## src/rtl/mihs_pkg.sv

```systemverilog
// ============================================================================
// mihs_pkg
// Shared types and constants for the merge/insertion hybrid sorter.
// ============================================================================
package mihs_pkg;

    // Width of one sorted element.
    localparam int DATA_W = 32;

    // Default capacity of the element store.
    localparam int DEPTH_DEF = 64;

    // Sequencer states.
    typedef enum logic [2:0] {
        ST_LOAD,    // collecting input transfers
        ST_BLK,     // set up the run pair of the next merge block
        ST_WAIT,    // memory read in flight for the run heads
        ST_CMP,     // compare the run heads and write one element
        ST_RD,      // memory read in flight for the next result
        ST_OUT      // result held on the output until taken
    } state_t;

endpackage

```

## src/rtl/mihs_ram.sv

```systemverilog
// ============================================================================
// mihs_ram
// Synchronous memory with one write port and two registered read ports.
// ============================================================================
module mihs_ram #(
    parameter int DEPTH = mihs_pkg::DEPTH_DEF
) (
    input  logic                        clk,
    input  logic                        we,
    input  logic [$clog2(DEPTH)-1:0]    waddr,
    input  logic [mihs_pkg::DATA_W-1:0] wdata,
    input  logic [$clog2(DEPTH)-1:0]    raddr0,
    input  logic [$clog2(DEPTH)-1:0]    raddr1,
    output logic [mihs_pkg::DATA_W-1:0] rdata0,
    output logic [mihs_pkg::DATA_W-1:0] rdata1
);
    import mihs_pkg::*;

    logic [DATA_W-1:0] mem [DEPTH];

    always_ff @(posedge clk)
    begin
        if (we)
        begin
            mem[waddr] <= wdata;
        end
    end

    always_ff @(posedge clk)
    begin
        rdata0 <= mem[raddr0];
        rdata1 <= mem[raddr1];
    end

endmodule

```

## config.mk

```make
export PLATFORM = sky130hd
export DESIGN_NAME = mihs_ram
export DESIGN_NICKNAME = d
export VERILOG_FILES = /design/src/rtl/mihs_pkg.sv /design/src/rtl/mihs_ram.sv
export SDC_FILE = /design/constraint.sdc
export NUM_CORES = 2
export LEC_CHECK = 0
export BUFFER_PORTS_ARGS = -buffer_cell sky130_fd_sc_hd__buf_2
export CORE_UTILIZATION = 45
export DETAILED_ROUTE_END_ITERATION = 8
export SYNTH_ARGS = -nofsm -noshare
export SYNTH_HDL_FRONTEND = slang
export SYNTH_SLANG_ARGS = --single-unit
```

## constraint.sdc

```tcl
create_clock -name clk -period 12 [get_ports clk]
set_input_delay 3.6 -clock clk [delete_from_list [all_inputs] [get_ports clk]]
set_output_delay 3.6 -clock clk [all_outputs]
set_load 0.01 [all_outputs]
```

==> impl_summary.txt <==
----------------------------------------------------
[Placement]
  Worst slack after detailed placement ... 4.48 ns
  Final weighted congestion in routability-driven placement ... 0.812
  Hpwl dp ... 161 mm
  Buffers on Ports ... 115

[Synthesis]
  Average footprint of a synthesized cell ... 21.7 um^2
  Netlist cell types ... 38
  Netlist area before placement ... 95,700 um^2
  Top FF cell, synth ... edfxtp_1
  Yosys synthesis warning count ... 0
  #FFs+latches synth ... 2,112
  Ys async rst share ... 0%
  Net count of the mapped netlist ... 4,464
  Number of synthesized flops with an enable pin ... 2,048
  Synthesized instance count ... 4,412
  Seq/Total Area, Yosys ... 65.6%

[Clock network]
  Number of gates resized after CTS ... 0
  CTS clk-pin slew, worst paths ... 0.06 ns
  Number of levels in the clock H-tree ... 4
  Maximum count of clock buffers along a single path ... 3
  Source-to-sink clock delay at the later pin of the worst-skew pair ... 0.87 ns
  Clock Tree Root ... clkbuf_16
  Hold_buf cts ... 0
  CTS tree ... done
  Clk sink count ... 2,112
  Number of buffers created by CTS ... 215
  Post-CTS repair timing setup buffer count ... 0

[Route]
  Number of remaining DRC errors ... 0
  Violation count after the first detailed-route iteration ... 6,858
  Number of vias per cell after detailed routing ... 6.82
  Detail Route Antenna Nets ... 0
  Router iterations before antenna repair ... 5
  Via total after detailed routing ... 51,400
  Detail-routed net length per standard cell ... 39.8 um
  Final wirelength ... 300 mm

[Global route]
  Number of antenna violations at the first check in global routing ... 30
  Via count of the first global-routing pass ... 51,800
  First-pass GRT wire length ... 416 mm
  Largest net degree at the start of global routing ... 115
  Global-route usage over all layers ... 28.0%
  Total gr overflow ... 0

[Timing]
  Final clock period utilization by the worst path ... 55.6%
  Total setup violations reported at the end of the flow ... 0
  Worst slack on hold paths ... 0.861 ns
  Unrepaired setup endpoints after global routing ... no
  Sum of negative setup slack ... 0 ns
  Hold Fails Final Rpt ... 0
  Fmax ... 150 MHz
  Final critical path time including I/O delays and setup ... 6.67 ns
  Slew at the pin with the worst max-slew slack ... 1.36 ns
  Relative slew margins ... 8.88%
  Setup skew after layout ... 0.0314 ns
  Number of max-slew violations in the final report ... 0
  Final worst setup slack ... 5.33 ns

[Critical path]
  End point of the critical path ... rdata0[22]
  Worst reg-to-reg path cell count ... 4
  Arrival time of the worst setup path ... 7.37 ns
  Critical setup path kind ... in -> reg
  Setup crit start kind ... primary input
  Element type at the critical path end ... flip-flop
  Biggest fanout along the worst timing path ... 52
  Required @ worst endpoint ... 12.70 ns
  Slack of the worst reg-to-reg path ... 9.41 ns
  Worst reg2reg endpoint ... rdata0[8]
  Source of the worst register-to-register timing path ... mem[23][8]
  CP startpoint ... raddr0[0]

[Power]
  Leakage ... 33.4 nW
  P per Cell Area ... 154 nW/um^2
  Worst vdd ir ... 0.176 mV

[Layout]
  Final layout net count ... 4,584
  Layout cell share with drive strength beyond 1 ... 38.8%
  Area added between synthesis and finish ... 12.1%
  Utilization after layout ... 51.0%

[Floorplan]
  Die height ... 463 um
  Floorplan row count ... 168
  Die Outline Area ... 214,000 um^2
  Initial cell density of the core ... 45.5%
  Number of top-level design ports ... 116
  Horizontal die dimension ... 463 um
  Floorplan core area ... 210,000 um^2

[Job]
  Maximum Capacitance Violations ... 0

[Worst hold path]
  Hold/Removal Path Class ... reg -> reg

[Status]
  Result of the run ... complete, no violations

----------------------------------------------------
## layout make-up
cell class                 instances  area, um^2
fill                           16500      103000
sequential                      2112       62800
multi-input combinational       1952       31700
clock buffer                     281        5890
tap                             2805        3510
timing repair buffer             250        1850
clock inverter                   123        1470
antenna                           18        45.0
inverter                           1        3.75
## report_power, final
part	switching, W	leakage [nW]	internal (W)
registers	0.0000559	19.0	0.00817
clock network	0.00290	3.58	0.00410
logic	0.000779	10.8	0.000527
total	0.00374	33.4	0.0128
## through the flow
step,power (W),cells,area [um^2]
floorplan,0.00914,4412,95700
global placement,0.00967,7120,99800
detailed placement,0.00968,7120,99800
CTS,0.0166,7524,107000
global route,0.0169,7536,107000
finish,0.0165,7542,107000
## state kept, by name, summed over array words and instances, names as in the netlist
| register | flops |
|---|---|
| rdata0 | 32 |
| rdata1 | 32 |
| mem | 2048 |
## worst min path at each step
stage / startpoint / endpoint / slack, ns / cells past startpoint
finish: mem[36][21] / rdata0[21] / 0.86 / 4
global route: mem[38][27] / rdata0[27] / 0.91 / 4
CTS: mem[38][27] / rdata0[27] / 0.86 / 4
detailed placement: mem[36][21] / rdata0[21] / 0.85 / 4
global placement: mem[36][21] / rdata0[21] / 0.84 / 4
floorplan: mem[36][0] / rdata0[0] / 0.78 / 4
## routing by layer
layer / GRT usage [%] / vias up / routed length [um]
met3: 6.73 / 455 / 31800
met5: 0 / - / 24
met2: 43.6 / 2907 / 142000
met1: 39.1 / 28300 / 116000
li1: - / 19800 / -
met4: 8.95 / 4 / 9670
## cell usage in the layout, fill, tap and decap left out, drive strengths merged, types with 15 or more instances in the layout
master,count
a211oi,15
a21oi,58
a22oi,85
buf,250
bufinv,30
clkbuf,281
clkinv,71
clkinvlp,17
dfxtp,64
diode,18
edfxtp,2048
mux2,36
mux2i,204
mux4,1124
nand2,93
nor2,94
nor2b,19
o211ai,27
o21ai,49
o221ai,16
o22ai,56
## critical path, cell delays in order
cell	delay, ns
buf_8	0.46
buf_4	0.49
buf_4	0.65
mux4_2	0.62
mux2i_1	0.14
a21oi_1	0.35
nor2_1	0.70
o22ai_1	0.18
## logic make-up after synthesis
group | share of synthesized area [%]
AOI/OAI and AO/OA | 2.39
buffers and inverters | 1.83
DFF | 65.6
muxes | 29.0
and+or+nand+nor | 1.13
## synthesized netlist by cell type, types with 2 or more instances
cell type / instances / share of area (%)
a32oi_1: 9 / 0.082
or3_1: 2 / 0.013
a221oi_1: 13 / 0.12
mux2i_1: 204 / 2.1
mux4_2: 1124 / 26
edfxtp_1: 2048 / 64
o221ai_1: 16 / 0.15
nor3_1: 3 / 0.016
o32a_1: 9 / 0.094
mux2_2: 36 / 0.42
buf_1: 25 / 0.098
or2_2: 3 / 0.020
o22ai_1: 56 / 0.37
buf_6: 11 / 0.13
and2_1: 6 / 0.039
a22oi_1: 85 / 0.67
o21ai_0: 18 / 0.094
nand2_1: 93 / 0.36
or3b_2: 2 / 0.018
nand3_1: 9 / 0.047
clkbuf_1: 135 / 0.53
o21ai_1: 31 / 0.16
a211oi_1: 15 / 0.12
nor2_1: 94 / 0.37
dfxtp_1: 64 / 1.3
nor2b_1: 19 / 0.12
a21oi_1: 58 / 0.30
nand2b_1: 8 / 0.052
buf_2: 121 / 0.63
nand3b_1: 6 / 0.047
o211ai_1: 27 / 0.21
nand4_1: 2 / 0.013
buf_4: 55 / 0.43
(Power assumes the default switching activity.)
