<file path="config.mk">
export PLATFORM = sky130hd
export DESIGN_NAME = mihs_ctrl
export DESIGN_NICKNAME = d
export VERILOG_FILES = /design/src/rtl/mihs_pkg.sv /design/src/rtl/mihs_ctrl.sv
export SDC_FILE = /design/constraint.sdc
export NUM_CORES = 1
export LEC_CHECK = 0
export BUFFER_PORTS_ARGS = -buffer_cell sky130_fd_sc_hd__buf_4
export CORE_MARGIN = 2
export CORE_UTILIZATION = 46
export DETAILED_ROUTE_END_ITERATION = 7
export PLACE_DENSITY = 0.91
export SETUP_SLACK_MARGIN = 0.4
export SKIP_LAST_GASP = 1
export SLEW_MARGIN = 20
export SYNTH_ARGS = -nofsm -noshare
export SYNTH_HDL_FRONTEND = slang
export SYNTH_SLANG_ARGS = --single-unit
</file>
<file path="constraint.sdc">
create_clock -name clk -period 4.6 [get_ports clk]
set_input_delay 0.92 -clock clk [delete_from_list [all_inputs] [get_ports clk]]
set_output_delay 0.92 -clock clk [all_outputs]
set_load 0.02 [all_outputs]
</file>
<file path="src/rtl/mihs_pkg.sv">
// ============================================================================
// mihs_pkg
// Shared types and constants for the merge/insertion hybrid sorter.
// ============================================================================
package mihs_pkg;

    // Width of one sorted element.
    localparam int DATA_W = 32;

    // Default capacity of the element store.
    localparam int DEPTH_DEF = 64;

    // Sequencer states.
    typedef enum logic [2:0] {
        ST_LOAD,    // collecting input transfers
        ST_BLK,     // set up the run pair of the next merge block
        ST_WAIT,    // memory read in flight for the run heads
        ST_CMP,     // compare the run heads and write one element
        ST_RD,      // memory read in flight for the next result
        ST_OUT      // result held on the output until taken
    } state_t;

endpackage

</file>
<file path="src/rtl/mihs_ctrl.sv">
// ============================================================================
// mihs_ctrl
// Load, bottom-up merge and emission sequencer. The merge passes ping-pong
// between the element memory and the scratch memory.
// ============================================================================
module mihs_ctrl #(
    parameter int DEPTH = mihs_pkg::DEPTH_DEF
) (
    input  logic                        clk,
    input  logic                        rst_n,
    // input stream
    input  logic                        s_tvalid,
    output logic                        s_tready,
    input  logic [mihs_pkg::DATA_W-1:0] s_tdata,
    input  logic                        s_tlast,
    // output stream
    output logic                        m_tvalid,
    input  logic                        m_tready,
    output logic [mihs_pkg::DATA_W-1:0] m_tdata,
    output logic                        m_tlast,
    output logic                        m_tuser,
    // element memory
    output logic                        a_we,
    output logic [$clog2(DEPTH)-1:0]    a_waddr,
    output logic [mihs_pkg::DATA_W-1:0] a_wdata,
    input  logic [mihs_pkg::DATA_W-1:0] a_rdata0,
    input  logic [mihs_pkg::DATA_W-1:0] a_rdata1,
    // scratch memory
    output logic                        b_we,
    output logic [$clog2(DEPTH)-1:0]    b_waddr,
    output logic [mihs_pkg::DATA_W-1:0] b_wdata,
    input  logic [mihs_pkg::DATA_W-1:0] b_rdata0,
    input  logic [mihs_pkg::DATA_W-1:0] b_rdata1,
    // shared read addresses
    output logic [$clog2(DEPTH)-1:0]    raddr0,
    output logic [$clog2(DEPTH)-1:0]    raddr1
);
    import mihs_pkg::*;

    localparam int AW = $clog2(DEPTH);
    localparam int CW = $clog2(DEPTH + 1);
    localparam int WW = CW + 1;
    localparam logic [CW-1:0] FULL = CW'(DEPTH);

    state_t state_reg, state_next;

    logic [CW-1:0] fill_reg, fill_next;
    logic          ovf_reg, ovf_next;
    logic [WW-1:0] w_reg, w_next;
    logic [CW-1:0] lo_reg, lo_next;
    logic [CW-1:0] mid_reg, mid_next;
    logic [CW-1:0] hi_reg, hi_next;
    logic [CW-1:0] i_reg, i_next;
    logic [CW-1:0] j_reg, j_next;
    logic [CW-1:0] k_reg, k_next;
    logic [CW-1:0] e_reg, e_next;
    logic          src_reg, src_next;   // 0: runs in element memory

    logic              in_xfer;
    logic              full;
    logic [CW-1:0]     fill_inc;
    logic [WW:0]       lo_ext;
    logic [WW:0]       n_ext;
    logic [WW:0]       sum_mid;
    logic [WW:0]       sum_hi;
    logic [WW-1:0]     w_dbl;
    logic [DATA_W-1:0] rd_i;
    logic [DATA_W-1:0] rd_j;
    logic              take_i;
    logic [DATA_W-1:0] merge_data;
    logic [CW-1:0]     k_inc;
    logic [CW-1:0]     e_inc;
    logic              out_last;
    logic              merge_wr;

    assign in_xfer  = s_tvalid && s_tready;
    assign full     = (fill_reg == FULL);
    assign fill_inc = fill_reg + CW'(1);

    assign lo_ext  = (WW + 1)'(lo_reg);
    assign n_ext   = (WW + 1)'(fill_reg);
    assign sum_mid = lo_ext + (WW + 1)'(w_reg);
    assign sum_hi  = lo_ext + {w_reg, 1'b0};
    assign w_dbl   = {w_reg[WW-2:0], 1'b0};

    assign rd_i = src_reg ? b_rdata0 : a_rdata0;
    assign rd_j = src_reg ? b_rdata1 : a_rdata1;

    // The left run wins ties, which keeps equal values in arrival order.
    assign take_i = (i_reg < mid_reg)
                 && ((j_reg >= hi_reg) || ($signed(rd_i) <= $signed(rd_j)));
    assign merge_data = take_i ? rd_i : rd_j;
    assign k_inc      = k_reg + CW'(1);
    assign e_inc      = e_reg + CW'(1);
    assign out_last   = (e_inc == fill_reg);

    // Next state and datapath registers.
    always_comb
    begin
        state_next = state_reg;
        fill_next  = fill_reg;
        ovf_next   = ovf_reg;
        w_next     = w_reg;
        lo_next    = lo_reg;
        mid_next   = mid_reg;
        hi_next    = hi_reg;
        i_next     = i_reg;
        j_next     = j_reg;
        k_next     = k_reg;
        e_next     = e_reg;
        src_next   = src_reg;

        unique case (state_reg)
            ST_LOAD:
            begin
                if (in_xfer)
                begin
                    if (full)
                    begin
                        ovf_next = 1'b1;
                    end
                    else
                    begin
                        fill_next = fill_inc;
                    end
                    if (s_tlast)
                    begin
                        w_next   = WW'(1);
                        lo_next  = '0;
                        src_next = 1'b0;
                        e_next   = '0;
                        // A set of one element is already in order.
                        if ((full ? fill_reg : fill_inc) == CW'(1))
                        begin
                            state_next = ST_RD;
                        end
                        else
                        begin
                            state_next = ST_BLK;
                        end
                    end
                end
            end
            ST_BLK:
            begin
                mid_next   = (sum_mid >= n_ext) ? fill_reg : sum_mid[CW-1:0];
                hi_next    = (sum_hi >= n_ext) ? fill_reg : sum_hi[CW-1:0];
                i_next     = lo_reg;
                j_next     = (sum_mid >= n_ext) ? fill_reg : sum_mid[CW-1:0];
                k_next     = lo_reg;
                state_next = ST_WAIT;
            end
            ST_WAIT:
            begin
                state_next = ST_CMP;
            end
            ST_CMP:
            begin
                k_next = k_inc;
                if (take_i)
                begin
                    i_next = i_reg + CW'(1);
                end
                else
                begin
                    j_next = j_reg + CW'(1);
                end
                if (k_inc == hi_reg)
                begin
                    if (sum_hi >= n_ext)
                    begin
                        // Pass finished: the merged runs now live in the other memory.
                        src_next = !src_reg;
                        w_next   = w_dbl;
                        lo_next  = '0;
                        e_next   = '0;
                        if (w_dbl >= WW'(fill_reg))
                        begin
                            state_next = ST_RD;
                        end
                        else
                        begin
                            state_next = ST_BLK;
                        end
                    end
                    else
                    begin
                        lo_next    = sum_hi[CW-1:0];
                        state_next = ST_BLK;
                    end
                end
                else
                begin
                    state_next = ST_WAIT;
                end
            end
            ST_RD:
            begin
                state_next = ST_OUT;
            end
            ST_OUT:
            begin
                if (m_tready)
                begin
                    if (out_last)
                    begin
                        fill_next  = '0;
                        ovf_next   = 1'b0;
                        state_next = ST_LOAD;
                    end
                    else
                    begin
                        e_next     = e_inc;
                        state_next = ST_RD;
                    end
                end
            end
            default:
            begin
                state_next = ST_LOAD;
            end
        endcase
    end

    // Handshakes and memory controls.
    always_comb
    begin
        s_tready = (state_reg == ST_LOAD);
        m_tvalid = (state_reg == ST_OUT);
        m_tdata  = rd_i;
        m_tlast  = out_last;
        m_tuser  = out_last && ovf_reg;

        merge_wr = (state_reg == ST_CMP);

        a_we    = (in_xfer && !full) || (merge_wr && src_reg);
        a_waddr = merge_wr ? k_reg[AW-1:0] : fill_reg[AW-1:0];
        a_wdata = merge_wr ? merge_data : s_tdata;

        b_we    = merge_wr && !src_reg;
        b_waddr = k_reg[AW-1:0];
        b_wdata = merge_data;

        if ((state_reg == ST_RD) || (state_reg == ST_OUT))
        begin
            raddr0 = e_reg[AW-1:0];
        end
        else
        begin
            raddr0 = i_reg[AW-1:0];
        end
        raddr1 = j_reg[AW-1:0];
    end

    always_ff @(posedge clk or negedge rst_n)
    begin
        if (!rst_n)
        begin
            state_reg <= ST_LOAD;
            fill_reg  <= '0;
            ovf_reg   <= 1'b0;
            src_reg   <= 1'b0;
        end
        else
        begin
            state_reg <= state_next;
            fill_reg  <= fill_next;
            ovf_reg   <= ovf_next;
            src_reg   <= src_next;
        end
    end

    always_ff @(posedge clk)
    begin
        w_reg   <= w_next;
        lo_reg  <= lo_next;
        mid_reg <= mid_next;
        hi_reg  <= hi_next;
        i_reg   <= i_next;
        j_reg   <= j_next;
        k_reg   <= k_next;
        e_reg   <= e_next;
    end

endmodule

</file>
==> flow_summary.ini <==
[status]
status = complete, but fails checks
violations = setup timing

[worst_hold_path]
hp-class = input pin to asynchronous set/reset pin

[synth]
synth_seq_area_share_pct = 27.7
yosys-top-cells-area = edfxtp_1 24%, ha_1 14%, mux2_2 9.0%, a21oi_1 4.9%, mux2i_1 4.8%
yosysMostFrequentCell = ha_1
synth_ff_type = edfxtp_1
synth_common_cells = 84 x ha_1, 71 x a21oi_1, 64 x nor2_1
postSynthAreaPerCell_um2 = 9.21
synth_top_cell_by_area = edfxtp_1
syn_nets = 1041
postSynth.asyncResetShare_pct = 17.4
ys_types = 60
yosys_warnings = 0
postSynthCellCount = 790
syn_area_mm2 = 0.00727
synth-edff-count = 57
yosys.area.top_type_share_pct = 23.5
synth_seq_cells = 69

[power]
power_leakage_nw = 4.96
p_per_area_mw_per_mm2 = 946
p_total_mw = 10.9
peakVddDrop_mv = 0.541

[floorplan]
die_x_um = 130
die_h_um = 130
ios = 291
core_mm2 = 0.0153
initial_core_util_pct = 47.5
rows = 45
die-area_mm2 = 0.0168

[cts]
cts_tree = yes
clock-root-buffer = clkbuf_16
htreeDepth = 3
clkLatencyLatePin_ns = 0.34
cts_buffers = 9
clock_sinks = 69
clkTransAtPathRegs_ns = 0.05
hold_buffers = 0
clockBufferDepth = 2

[critical_path]
crit_start = src_reg
r2r_start = src_reg
cp-end-kind = output port
path_class = flip-flop to output port
slowest_stage = dfrtp_4
critical_path.cell_chain = buf_6 > mux2_2 > ha_1 > o21ai_1 > o21bai_1 > a221oi_2 > o311ai_1 > o211a_1 > a21o_4 > buf_12 > nor2_2 > a21oi_4 > buf_4
crit_required_ns = 3.68
path_delay_family = compound AO/OA/AOI/OAI gates
critPathBufInv = 3
arrival_ns = 4.19
cp-start-kind = flip-flop
slowest_delay_ns = 0.54
cp_max_fo = 14

[timing]
period_share_pct = 111
setup_viol = 64
setup_slack_ns = -0.511
rsz0062_at_grt = true
tightestPinTransition_ns = 0.809
whs_ns = 0.412
fin_setup_tns_ns = -23.24
clock.fmax_mhz = 196
layout_min_cycle_time_ns = 5.11
slew_headroom_pct = 45.6
skew_ns = 0.00525
hold_viol = 0
slew_viol_final = 0

[layout]
largest_reg_flops = 8
multi_input_area_mm2 = 0.00569
area_growth_pct = 58.3
drive_above_1_share_pct = 49.9
seqCellArea_mm2 = 0.00202
fin_nets = 1376
fillers = 941

[placement]
portBuffers = 290
dp_slack_ns = -0.0603
place_congestion = 1.00
dp_hpwl_mm = 24.8

[global_routing]
grt.overflow.total = 0
grt_pass1_wl_mm = 48.3
grt_max_degree = 43
antenna_found_initial = 5
grt_pass1_vias = 8438
grt_use_total_pct = 38.7

[run]
drv_cap = 0

[route]
routed_wl_mm = 38.6
first_iter_violations = 1434
drtPass1Iterations = 6
viasPerCell = 6.72
wl_per_cell_um = 28.7
drcViolationCount = 0
ant_nets = 0
vias = 9037
## path summary, 6_finish.rpt
check                      slack (ns)          end  depth (start not counted)
max                             -0.51  b_wdata[15]                         13
max reg2reg                      0.26     j_reg[4]                         13
max in group asynchronous        4.01      src_reg                          1
min in group clk                 0.49      ovf_reg                          1
min reg2reg                      0.49      ovf_reg                          1
min                              0.41  fill_reg[2]                          1
## through the flow
step                util (%)  cells  area (um^2)
detailed placement      66.8   1301        10200
floorplan                  -    790         7490
global route            75.2   1345        11500
global placement        66.8   1301        10200
CTS                     72.5   1330        11100
finish                  75.2   1345        11500
## report_power, final
part           internal [mW]  leakage [nW]  switching [mW]  total [mW]
clock                  0.358         0.124           0.249       0.607
combinational           3.73          4.14            5.06        8.79
sequential              1.11         0.696           0.373        1.49
total                   5.20          4.96            5.68        10.9
## cells in the final DEF, fill, tap and decap left out, types with 13 or more instances in the layout
| cell | n |
|---|---|
| o31ai_4 | 14 |
| edfxtp_1 | 57 |
| a22oi_1 | 27 |
| o31ai_2 | 14 |
| ha_1 | 77 |
| xnor2_1 | 29 |
| and3_1 | 16 |
| mux2i_1 | 23 |
| nand3_1 | 22 |
| mux2_2 | 51 |
| xor2_1 | 16 |
| nor2_1 | 53 |
| buf_6 | 22 |
| a21oi_1 | 37 |
| a21oi_2 | 22 |
| buf_4 | 341 |
| nand2_1 | 30 |
| inv_1 | 27 |
| o21ai_0 | 26 |
| a21oi_4 | 13 |
## worst reg2reg max path: cells and delay by family (launching register included)
| kind | cells | cell delay (ns) |
|---|---|---|
| buffers and inverters | 4 | 0.66 |
| multiplexers | 1 | 0.40 |
| flip-flops | 1 | 0.54 |
| AO/OA/AOI/OAI | 7 | 2.04 |
| adder cells (fa/ha/maj) | 1 | 0.34 |
## logic make-up (layout without fill, tap and decap cells)
| group | after synthesis | after routing | share of synthesized area, % |
|---|---|---|---|
| DFF | 69 | 69 | 27.7 |
| adders and majority gates | 86 | 86 | 15.0 |
| buffers and inverters | 87 | 426 | 5.30 |
| and+or+nand+nor | 190 | 190 | 12.9 |
| AOI/OAI and AO/OA | 220 | 220 | 20.0 |
| muxes | 93 | 93 | 13.8 |
| other | 0 | 5 | 0 |
| xor gates and xnor gates | 45 | 45 | 5.42 |
## per-layer routing
metal / share of wire, % / routed length [um] / track usage (%)
met3: 13 / 5200 / 9.27
met5: 0 / 0 / 0
met2: 46 / 17700 / 65.4
met4: 10 / 3870 / 28.3
met1: 31 / 11800 / 42.6
## layout make-up
type / instances / area share [%]
multi-input cells: 634 / 49.4
repair buffers: 381 / 27.5
flip-flops and latches: 69 / 17.5
well taps: 211 / 2.29
clock buffers: 12 / 2.05
inverters: 30 / 0.978
clock inverters: 3 / 0.120
diodes: 5 / 0.109
## repair_timing
item | CTS | global route
endpoints found under the setup margin | 72 | 86
buffers inserted | 13 | 7
pin swaps | 14 | 6
gates resized for setup | 89 | 51
endpoints found under the hold margin | 0 | 0
cloned | 1 | 2
(Power assumes the default switching activity.)
